<file path="config.mk">
export PLATFORM = sky130hd
export DESIGN_NAME = lz_zero_run_decompressor
export DESIGN_NICKNAME = d
export VERILOG_FILES = /design/src/rtl/lzd_pkg.sv /design/src/rtl/lzd_ram.sv /design/src/rtl/lzd_parser.sv /design/src/rtl/lzd_emitter.sv /design/src/rtl/lz_zero_run_decompressor.sv
export VERILOG_INCLUDE_DIRS = /design/src /design/src/rtl
export SDC_FILE = /design/constraint.sdc
export NUM_CORES = 2
export LEC_CHECK = 0
export ABC_AREA = 1
export ABC_CLOCK_PERIOD_IN_PS = 7000
export BUFFER_PORTS_ARGS = -buffer_cell sky130_fd_sc_hd__buf_4
export CAP_MARGIN = 10
export CORE_ASPECT_RATIO = 1.25
export CORE_UTILIZATION = 46
export CTS_CLUSTER_SIZE = 28
export DETAILED_ROUTE_END_ITERATION = 6
export SLEW_MARGIN = 20
export SYNTH_ARGS = -nofsm -noshare
export SYNTH_HDL_FRONTEND = slang
export SYNTH_HIERARCHICAL = 1
export SYNTH_SLANG_ARGS = --single-unit
</file>
<file path="constraint.sdc">
create_clock -name clk -period 7 [get_ports clk]
set_input_delay 0.35 -clock clk [delete_from_list [all_inputs] [get_ports clk]]
set_output_delay 0.35 -clock clk [all_outputs]
set_load 0.01 [all_outputs]
</file>
<file path="src/rtl/lz_zero_run_decompressor_assert.svh">
// ----------------------------------------------------------------------------
// lz_zero_run_decompressor_assert.svh
// Assertion macros for the zero-run decompressor; empty under synthesis.
// ----------------------------------------------------------------------------
`ifndef LZ_ZERO_RUN_DECOMPRESSOR_ASSERT_SVH
`define LZ_ZERO_RUN_DECOMPRESSOR_ASSERT_SVH

`ifndef SYNTHESIS
// same-cycle implication
`define LZD_ASSERT_IMPLIES(name, clk, rst_n, ante, cons) \
	name: assert property (@(posedge clk) disable iff (!rst_n) (ante) |-> (cons)) \
		else $error("lzd: assertion failed");
// next-cycle implication
`define LZD_ASSERT_NEXT(name, clk, rst_n, ante, cons) \
	name: assert property (@(posedge clk) disable iff (!rst_n) (ante) |=> (cons)) \
		else $error("lzd: assertion failed");
`else
`define LZD_ASSERT_IMPLIES(name, clk, rst_n, ante, cons)
`define LZD_ASSERT_NEXT(name, clk, rst_n, ante, cons)
`endif

`endif

</file>
<file path="src/rtl/lzd_pkg.sv">
// ----------------------------------------------------------------------------
// lzd_pkg
// Shared types and constants of the zero-run decompressor.
// ----------------------------------------------------------------------------
package lzd_pkg;

	localparam int WINDOW_DEPTH = 256;
	localparam int BEAT_BYTES   = 8;
	localparam int OUT_DATA_W   = 64;
	localparam int LEN_W        = 16;
	localparam int RUN_LEN_W    = 9;

	localparam logic [LEN_W-1:0] OUT_LENGTH_RESET = 16'd772;
	localparam logic [2:0]       LIT_COUNT_MASK   = 3'h7;
	localparam int               COPY_FLAG_BIT    = 3;
	localparam int               RUN_NIBBLE_SHIFT = 4;
	localparam logic [RUN_LEN_W-1:0] COPY_BIAS    = 9'd2;

	typedef struct packed {
		logic [7:0] in_byte;
		logic       start_of_stream;
	} in_t;

	typedef struct packed {
		logic [OUT_DATA_W-1:0] out_data;
		logic [3:0]            valid_bytes;
		logic                  last_of_run;
		logic                  stream_done;
	} out_t;

	// what one accepted byte asks of the emitter
	typedef struct packed {
		logic                 emit_lit;
		logic [7:0]           lit_byte;
		logic                 zero_run;
		logic                 copy_run;
		logic [RUN_LEN_W-1:0] run_len;
		logic [7:0]           back_dist;
	} act_t;

endpackage

</file>
<file path="src/rtl/lzd_ram.sv">
// ----------------------------------------------------------------------------
// lzd_ram
// Generic single-write, single-read RAM with registered read data.
// ----------------------------------------------------------------------------
module lzd_ram #(
	parameter int WIDTH = 8,
	parameter int DEPTH = lzd_pkg::WINDOW_DEPTH
) (
	input  logic                     clk,
	input  logic                     we,
	input  logic [$clog2(DEPTH)-1:0] waddr,
	input  logic [WIDTH-1:0]         wdata,
	input  logic [$clog2(DEPTH)-1:0] raddr,
	output logic [WIDTH-1:0]         rdata
);

	logic [WIDTH-1:0] mem_q [DEPTH];
	logic [WIDTH-1:0] rdata_q;

	always_ff @(posedge clk) begin
		if (we) begin
			mem_q[waddr] <= wdata;
		end
		rdata_q <= mem_q[raddr];
	end

	assign rdata = rdata_q;

endmodule

</file>
<file path="src/rtl/lzd_parser.sv">
// ----------------------------------------------------------------------------
// lzd_parser
// Token parser: tracks header, counts and phase; decodes each item into
// an action for the byte emitter.
// ----------------------------------------------------------------------------
module lzd_parser (
	input  logic          clk,
	input  logic          arst_n,
	input  logic          accept,
	input  logic          sos,
	input  logic          active,
	input  logic [7:0]    in_byte,
	output lzd_pkg::act_t act
);

	typedef enum logic [2:0] {
		PH_HEADER,
		PH_LITCOUNT,
		PH_RUNCOUNT,
		PH_LITERALS,
		PH_OFFSET
	} phase_t;

	phase_t     phase_q, phase_d, phase_cur;
	logic [7:0] hdr_q, hdr_d;
	logic [7:0] lit_q, lit_d;
	logic [7:0] run_q, run_d;
	logic       then_counts;
	logic       then_literals;

	function automatic logic [7:0] lit_from(input logic [7:0] c);
		lit_from = (c > 8'd1) ? 8'(c - 8'd1) : 8'd0;
	endfunction

	always_comb begin
		phase_cur     = sos ? PH_HEADER : phase_q;
		phase_d       = phase_cur;
		hdr_d         = hdr_q;
		lit_d         = lit_q;
		run_d         = run_q;
		then_counts   = 1'b0;
		then_literals = 1'b0;
		act           = '0;
		act.lit_byte  = in_byte;
		act.back_dist = in_byte;

		if (active) begin
			unique case (phase_cur)
				PH_HEADER: begin
					hdr_d = in_byte;
					run_d = 8'(in_byte >> lzd_pkg::RUN_NIBBLE_SHIFT);
					if ((in_byte[2:0] & lzd_pkg::LIT_COUNT_MASK) == 3'd0) begin
						phase_d = PH_LITCOUNT;
					end else begin
						lit_d = lit_from({5'd0, in_byte[2:0]});
						if (in_byte[7:4] == 4'd0) begin
							phase_d = PH_RUNCOUNT;
						end else begin
							then_counts = 1'b1;
						end
					end
				end
				PH_LITCOUNT: begin
					lit_d = lit_from(in_byte);
					if (hdr_q[7:4] == 4'd0) begin
						phase_d = PH_RUNCOUNT;
					end else begin
						then_counts = 1'b1;
					end
				end
				PH_RUNCOUNT: begin
					run_d       = in_byte;
					then_counts = 1'b1;
				end
				PH_LITERALS: begin
					act.emit_lit = 1'b1;
					lit_d        = lit_q - 8'd1;
					if (lit_d == 8'd0) begin
						then_literals = 1'b1;
					end
				end
				PH_OFFSET: begin
					act.copy_run = 1'b1;
					act.run_len  = {1'b0, run_q} + lzd_pkg::COPY_BIAS;
					phase_d      = PH_HEADER;
				end
				default: begin
					phase_d = PH_HEADER;
				end
			endcase

			if (then_counts) begin
				if (lit_d != 8'd0) begin
					phase_d = PH_LITERALS;
				end else begin
					then_literals = 1'b1;
				end
			end
			if (then_literals) begin
				if (hdr_d[lzd_pkg::COPY_FLAG_BIT]) begin
					phase_d = PH_OFFSET;
				end else begin
					act.zero_run = 1'b1;
					act.run_len  = {1'b0, run_d};
					phase_d      = PH_HEADER;
				end
			end
		end
	end

	always_ff @(posedge clk or negedge arst_n) begin
		if (!arst_n) begin
			phase_q <= PH_HEADER;
			hdr_q   <= '0;
			lit_q   <= '0;
			run_q   <= '0;
		end else if (accept) begin
			phase_q <= phase_d;
			hdr_q   <= hdr_d;
			lit_q   <= lit_d;
			run_q   <= run_d;
		end
	end

endmodule

</file>
<file path="src/rtl/lzd_emitter.sv">
// ----------------------------------------------------------------------------
// lzd_emitter
// Byte emitter: one byte per step into the window and the beat packer,
// zero runs and window copies under a small sequencer, output register.
// ----------------------------------------------------------------------------
`include "lz_zero_run_decompressor_assert.svh"

module lzd_emitter #(
	parameter int WINDOW_DEPTH = lzd_pkg::WINDOW_DEPTH,
	parameter int BEAT_BYTES   = lzd_pkg::BEAT_BYTES
) (
	input  logic                            clk,
	input  logic                            arst_n,
	input  logic                            in_valid,
	output logic                            in_ready,
	input  logic                            sos,
	input  lzd_pkg::act_t                   act,
	input  logic [lzd_pkg::LEN_W-1:0]       out_length,
	output logic                            active,
	output logic                            out_valid,
	input  logic                            out_ready,
	output lzd_pkg::out_t                   out_item,
	output logic                            ram_we,
	output logic [$clog2(WINDOW_DEPTH)-1:0] ram_waddr,
	output logic [7:0]                      ram_wdata,
	output logic [$clog2(WINDOW_DEPTH)-1:0] ram_raddr,
	input  logic [7:0]                      ram_rdata
);

	localparam int AW = $clog2(WINDOW_DEPTH);
	localparam int CW = $clog2(BEAT_BYTES + 1);
	localparam logic [CW-1:0] CNT_FULL = CW'(BEAT_BYTES);

	typedef enum logic [2:0] {
		S_IDLE,
		S_ZERO,
		S_CRD,
		S_CWR,
		S_FLUSH
	} state_t;

	state_t                            state_q, state_d;
	logic [lzd_pkg::LEN_W-1:0]         pos_q, pos_d, pos_base, pos_cur;
	logic [lzd_pkg::RUN_LEN_W-1:0]     rem_q, rem_d;
	logic [7:0]                        dist_q, dist_d;
	logic [lzd_pkg::OUT_DATA_W-1:0]    acc_q, acc_d;
	logic [CW-1:0]                     cnt_q, cnt_d;
	logic                              out_valid_q, out_valid_d;
	lzd_pkg::out_t                     out_q, out_d;
	logic                              accept, more, slot_free;
	logic                              emit, push, push_last;
	logic [7:0]                        emit_byte;

	assign in_ready  = (state_q == S_IDLE);
	assign accept    = in_valid && in_ready;
	assign pos_base  = sos ? '0 : pos_q;
	assign active    = (pos_base < out_length);
	assign pos_cur   = (state_q == S_IDLE) ? pos_base : pos_q;
	assign more      = (rem_q != '0) && (pos_q < out_length);
	assign slot_free = !out_valid_q || out_ready;
	assign ram_raddr = AW'(pos_q - {8'd0, dist_q});
	assign out_valid = out_valid_q;
	assign out_item  = out_q;

	always_comb begin
		state_d     = state_q;
		pos_d       = pos_q;
		rem_d       = rem_q;
		dist_d      = dist_q;
		acc_d       = acc_q;
		cnt_d       = cnt_q;
		out_valid_d = out_valid_q;
		out_d       = out_q;
		emit        = 1'b0;
		emit_byte   = 8'd0;
		push        = 1'b0;
		push_last   = 1'b0;

		unique case (state_q)
			S_IDLE: begin
				if (accept) begin
					pos_d = pos_base;
					if (active) begin
						rem_d  = act.run_len;
						dist_d = act.back_dist;
						if (act.emit_lit) begin
							emit      = 1'b1;
							emit_byte = act.lit_byte;
						end
						if (act.zero_run && act.run_len != '0) begin
							state_d = S_ZERO;
						end else if (act.copy_run) begin
							state_d = S_CRD;
						end else if (act.emit_lit) begin
							state_d = S_FLUSH;
						end
					end
				end
			end
			S_ZERO: begin
				if (!more) begin
					state_d = S_FLUSH;
				end else if (cnt_q == CNT_FULL) begin
					push = slot_free;
				end else begin
					emit  = 1'b1;
					rem_d = rem_q - lzd_pkg::RUN_LEN_W'(1);
				end
			end
			S_CRD: begin
				if (!more) begin
					state_d = S_FLUSH;
				end else if (cnt_q == CNT_FULL) begin
					push = slot_free;
				end else begin
					state_d = S_CWR;
				end
			end
			S_CWR: begin
				// offset zero copies zeros
				emit      = 1'b1;
				emit_byte = (dist_q == 8'd0) ? 8'd0 : ram_rdata;
				rem_d     = rem_q - lzd_pkg::RUN_LEN_W'(1);
				state_d   = S_CRD;
			end
			S_FLUSH: begin
				if (cnt_q == '0) begin
					state_d = S_IDLE;
				end else if (slot_free) begin
					push      = 1'b1;
					push_last = 1'b1;
					state_d   = S_IDLE;
				end
			end
			default: begin
				state_d = S_IDLE;
			end
		endcase

		if (emit) begin
			for (int i = 0; i < BEAT_BYTES; i++) begin
				if (cnt_q == CW'(i)) begin
					acc_d[i*8 +: 8] = emit_byte;
				end
			end
			cnt_d = cnt_q + CW'(1);
			pos_d = pos_cur + lzd_pkg::LEN_W'(1);
		end

		if (push) begin
			out_d.out_data    = acc_q;
			out_d.valid_bytes = 4'(cnt_q);
			out_d.last_of_run = push_last;
			out_d.stream_done = push_last && (pos_q >= out_length);
			out_valid_d       = 1'b1;
			acc_d             = '0;
			cnt_d             = '0;
		end else if (out_ready) begin
			out_valid_d = 1'b0;
		end
	end

	assign ram_we    = emit;
	assign ram_waddr = pos_cur[AW-1:0];
	assign ram_wdata = emit_byte;

	always_ff @(posedge clk or negedge arst_n) begin
		if (!arst_n) begin
			state_q     <= S_IDLE;
			pos_q       <= '0;
			rem_q       <= '0;
			dist_q      <= '0;
			acc_q       <= '0;
			cnt_q       <= '0;
			out_valid_q <= 1'b0;
			out_q       <= '0;
		end else begin
			state_q     <= state_d;
			pos_q       <= pos_d;
			rem_q       <= rem_d;
			dist_q      <= dist_d;
			acc_q       <= acc_d;
			cnt_q       <= cnt_d;
			out_valid_q <= out_valid_d;
			out_q       <= out_d;
		end
	end

	`LZD_ASSERT_IMPLIES(a_idle_acc_empty, clk, arst_n, state_q == S_IDLE, cnt_q == '0)
	`LZD_ASSERT_IMPLIES(a_out_nonempty, clk, arst_n, out_valid_q, out_q.valid_bytes != 4'd0)
	`LZD_ASSERT_IMPLIES(a_pos_bound, clk, arst_n, state_q != S_IDLE, pos_q <= out_length)
	`LZD_ASSERT_IMPLIES(a_cwr_after_crd, clk, arst_n, state_q == S_CWR, $past(state_q) == S_CRD)
	`LZD_ASSERT_IMPLIES(a_done_is_last, clk, arst_n, out_valid_q && out_q.stream_done, out_q.last_of_run)

endmodule

</file>
<file path="src/rtl/lz_zero_run_decompressor.sv">
// ----------------------------------------------------------------------------
// lz_zero_run_decompressor
// Zero-run / back-reference decompressor with a 256-byte history window.
// ----------------------------------------------------------------------------
// One item at a time: a header, count or ignored byte is only taken; a literal is
// emitted, then its beat is flushed. A run of output bytes ending an item gives
// zeros, or for a copy a window read, then a write, per byte, then a flush; a stalled
// output adds its wait. A beat is registered and is valid in the cycle after it is
// packed. Reset clears control state and sets out_length to 772; the window is
// not cleared and holds no defined contents.
module lz_zero_run_decompressor #(
	parameter int WINDOW_DEPTH = lzd_pkg::WINDOW_DEPTH,
	parameter int BEAT_BYTES   = lzd_pkg::BEAT_BYTES
) (
	input  logic                      clk,
	input  logic                      arst_n,
	input  logic                      in_valid,
	output logic                      in_ready,
	input  lzd_pkg::in_t              in_item,
	output logic                      out_valid,
	input  logic                      out_ready,
	output lzd_pkg::out_t             out_item,
	input  logic                      cfg_we,
	input  logic [lzd_pkg::LEN_W-1:0] cfg_wdata
);

	localparam int AW = $clog2(WINDOW_DEPTH);

	logic [lzd_pkg::LEN_W-1:0] out_length_q;
	lzd_pkg::act_t             act;
	logic                      active;
	logic                      accept;
	logic                      ram_we;
	logic [AW-1:0]             ram_waddr, ram_raddr;
	logic [7:0]                ram_wdata, ram_rdata;

	assign accept = in_valid && in_ready;

	always_ff @(posedge clk or negedge arst_n) begin
		if (!arst_n) begin
			out_length_q <= lzd_pkg::OUT_LENGTH_RESET;
		end else if (cfg_we) begin
			out_length_q <= cfg_wdata;
		end
	end

	lzd_parser u_parser (
		.clk     (clk),
		.arst_n  (arst_n),
		.accept  (accept),
		.sos     (in_item.start_of_stream),
		.active  (active),
		.in_byte (in_item.in_byte),
		.act     (act)
	);

	lzd_emitter #(
		.WINDOW_DEPTH (WINDOW_DEPTH),
		.BEAT_BYTES   (BEAT_BYTES)
	) u_emitter (
		.clk        (clk),
		.arst_n     (arst_n),
		.in_valid   (in_valid),
		.in_ready   (in_ready),
		.sos        (in_item.start_of_stream),
		.act        (act),
		.out_length (out_length_q),
		.active     (active),
		.out_valid  (out_valid),
		.out_ready  (out_ready),
		.out_item   (out_item),
		.ram_we     (ram_we),
		.ram_waddr  (ram_waddr),
		.ram_wdata  (ram_wdata),
		.ram_raddr  (ram_raddr),
		.ram_rdata  (ram_rdata)
	);

	lzd_ram #(
		.WIDTH (8),
		.DEPTH (WINDOW_DEPTH)
	) u_window (
		.clk   (clk),
		.we    (ram_we),
		.waddr (ram_waddr),
		.wdata (ram_wdata),
		.raddr (ram_raddr),
		.rdata (ram_rdata)
	);

endmodule

</file>
==> results.sh <==
export IMPL_synth_flop_cell="edfxtp_1"
export IMPL_post_cts_resized=0
export IMPL_critPathBufInv=5
export IMPL_fin_crit_sh=0.804
export IMPL_cts_made_buffers=215
export IMPL_io_pin_count=102
export IMPL_yosysWarnings=6
export IMPL_rrSetupSlack_ns=1.37
export IMPL_die_height_um=512
export IMPL_syn_area_per_cell_um2=11.1
export IMPL_first_global_vias=63500
export IMPL_cts_max_path_buffers=3
export IMPL_path_cells="inv_1 > nor2_1 > ha_1 > nand2_1 > o21bai_1 > a21oi_1 > nor2_1 > a21boi_2 > buf_4 > clkinv_1 > nor2_1 > inv_1 > nor2_4 > nand3_4 > nand3_4 > nand2_1 > buf_4 > nor2_1"
export IMPL_ys_seq_area_frac=0.700
export IMPL_critPathKind="reg2reg"
export IMPL_post_cts_buffers=0
export IMPL_critPathTopFamily="simple AND/OR/NAND/NOR gates"
export IMPL_grt_pass1_wl_um=396000
export IMPL_hp_class="in2async"
export IMPL_place_gp_congestion=0.930
export IMPL_cts_sinks=2271
export IMPL_fin_cells=11500
export IMPL_die_x_um=410
export IMPL_clockPowerShare=0.220
export IMPL_synth_top_area_frac=0.642
export IMPL_synthCells=8645
export IMPL_gr_total_overflow=0
export IMPL_fmax_mhz=178
export IMPL_clock_skew_ns=0.0716
export IMPL_hold_buffers=62
export IMPL_grt_total_usage=0.250
export IMPL_clock_root_buffer="clkbuf_16"
export IMPL_design_die_area_mm2=0.210
export IMPL_drt_vias_per_instance=5.67
export IMPL_grt_max_degree=213
export IMPL_hpwlAfterDp_um=156000
export IMPL_ant_nets=0
export IMPL_cpMaxStageDelayCell="nand2_1"
export IMPL_power_frac_seq=0.283
export IMPL_rows=186
export IMPL_max_slew_margin=0.228
export IMPL_arrival_ns=6.09
export IMPL_drt_wl_total_um=266000
export IMPL_synth_seq_cells=2271
export IMPL_fin_nets=8662
export IMPL_cts_tree="yes"
export IMPL_vias=65100
export IMPL_dp_cells=11000
export IMPL_peakVddDrop_uv=782
export IMPL_setup_violations=0
export IMPL_yosys_top_cells_area="edfxtp_1 (64%), nand3_1 (11%), nand2_1 (11%)"
export IMPL_syn_area_mm2=0.0958
export IMPL_dr_pass1_iters=7
export IMPL_critical_path_endpoint_type="register"
export IMPL_slowest_delay_ns=0.67
export IMPL_status="complete, but fails checks"
export IMPL_clkTransAtPathRegs_ns=0.07
export IMPL_drive_gt1_frac=0.0714
export IMPL_p_leak_nw=39.4
export IMPL_period_needed_ns=5.63
export IMPL_hold_worst_slack_ns=0.0699
export IMPL_portBuffers=101
export IMPL_clock_latency_ns=0.89
export IMPL_p_sw_w=0.0249
export IMPL_comb_power_share=0.497
export IMPL_finalHoldViolCount=0
export IMPL_startpoint_type="register"
export IMPL_worst_pin_slew_ns=1.16
export IMPL_syn_num_nets=8726
export IMPL_coreArea_mm2=0.206
export IMPL_syn2layout_area_growth_pct=10.9
export IMPL_wl_per_cell_um=23.2
export IMPL_swShare=0.466
export IMPL_p_per_area_mw_per_mm2=504
export IMPL_rsz0062_at_grt="no"
export IMPL_internal_power_w=0.0286
export IMPL_drc_errors=11
export IMPL_drtIter0Drc=7285
export IMPL_failed_checks="DRC"
export IMPL_synth_edf_count=2048
export IMPL_synth_async_reset_ratio=0.0947
export IMPL_ys_types=57
export IMPL_initial_core_util=0.464
export IMPL_yosys_area_top_type="edfxtp_1"
export IMPL_n_fill_cell=18000
export IMPL_drv_cap=0
export IMPL_crit_fanout=21
export IMPL_htree_num_levels=4
export IMPL_drv_slew=0
export IMPL_critPathMostFrequentCell="nor2_1"
export IMPL_antenna_found_initial=7
export IMPL_worstPathRequired_ns=7.46
[synth_stat cells (22+ instances only)]
library cell,instances
edfxtp_1,2048
buf_6,22
nand3_1,2160
inv_2,22
inv_1,183
ha_1,50
a21oi_1,41
dfrtp_1,212
o21ai_0,71
buf_2,288
nand2_1,2734
nor2_1,403
buf_4,67
buf_1,40
clkbuf_1,122
[area by class of cell]
| cell class | count | area, µm² | area share |
|---|---|---|---|
| Sequential cell | 2271 | 67000 | 0.631 |
| Multi-Input combinational cell | 5621 | 25200 | 0.237 |
| Clock buffer | 260 | 5640 | 0.0531 |
| Tap cell | 2726 | 3410 | 0.0321 |
| Timing Repair Buffer | 261 | 2550 | 0.0240 |
| Clock inverter | 138 | 1510 | 0.0142 |
| Inverter | 211 | 852 | 0.00802 |
| Antenna cell | 1 | 2.50 | 0.0000236 |
[logic make-up after synthesis]
logic type      synth area share
xor+xnor                 0.00174
simple gates               0.244
buf+inv                   0.0381
fa+ha+maj                0.00674
compound gates           0.00968
flops                      0.700
[registers in the layout, indices dropped and copies added, names as in the netlist]
register	cells
u_window/mem_q	2048
u_emitter/out_item	70
u_emitter/rem_q	9
u_parser/phase_q	3
u_emitter/dist_q	8
out_length_q	16
u_emitter/out_valid	1
u_parser/run_q	8
u_emitter/cnt_q	4
u_emitter/pos_q	16
u_window/rdata	8
u_parser/hdr_q	5
u_emitter/acc_q	64
u_parser/lit_q	8
u_emitter/state_q	3
[metrics by stage]
stage	worst slack (ns)	power [W]	util	TNS, ns	area [µm²]
5_1_grt	1.07	0.0563	0.515	0	106000
6_report	1.37	0.0536	0.515	0	106000
2_1_floorplan	-0.681	0.0334	-	-875.12	95800
3_3_place_gp	1.22	0.0413	0.477	0	98400
4_1_cts	1.34	0.0533	0.515	0	106000
3_5_place_dp	1.22	0.0415	0.477	0	98400
[layout by cell type (no fill, tap or decap), drive strengths merged, types with 4 or more instances in the layout]
cell         instances
bufinv              23
a31oi                5
dfrtp              212
nor2               422
o21ai               91
clkinv              87
nor3                16
nor4                 8
o211ai               8
nand3             2164
xor2                18
clkbuf             260
ha                  50
dlygate4sd3         62
edfxtp            2048
inv                220
a21oi               41
buf                199
o22ai                4
clkinvlp            19
nand2             2754
nand4               21
dfxtp                8
[power by group through the flow]
stage / Clock (W) / Sequential [W] / Combinational, W
after floorplan: 0 / 0.0154 / 0.0179
after global placement: 0 / 0.0154 / 0.0259
after detailed placement: 0 / 0.0154 / 0.0261
after CTS: 0.0120 / 0.0151 / 0.0262
after global routing: 0.0125 / 0.0152 / 0.0287
final: 0.0118 / 0.0151 / 0.0266
[path summary, 6_finish.rpt]
| path | from | end | depth (start not counted) |
|---|---|---|---|
| setup / recovery | u_emitter/pos_q[11] | u_window/mem_q[245][7] | 18 |
| hold / removal | arst_n | u_parser/run_q[6] | 2 |
| setup reg to reg | u_emitter/pos_q[11] | u_window/mem_q[245][7] | 18 |
| hold reg to reg | u_emitter/acc_q[61] | u_emitter/out_item[67] | 2 |
| max in group asynchronous | arst_n | u_emitter/acc_q[25] | 3 |
| min in group clk | out_ready | u_emitter/out_valid | 5 |
[routing by layer]
metal | vias up | track usage | routed length, µm
li1 | 29900 | - | -
met1 | 32000 | 0.328 | 107000
met2 | 2679 | 0.420 | 130000
met3 | 491 | 0.0381 | 19100
met4 | 6 | 0.0936 | 9720
met5 | - | 0 | 41
Note: power is estimated with default switching activity, not from simulation.
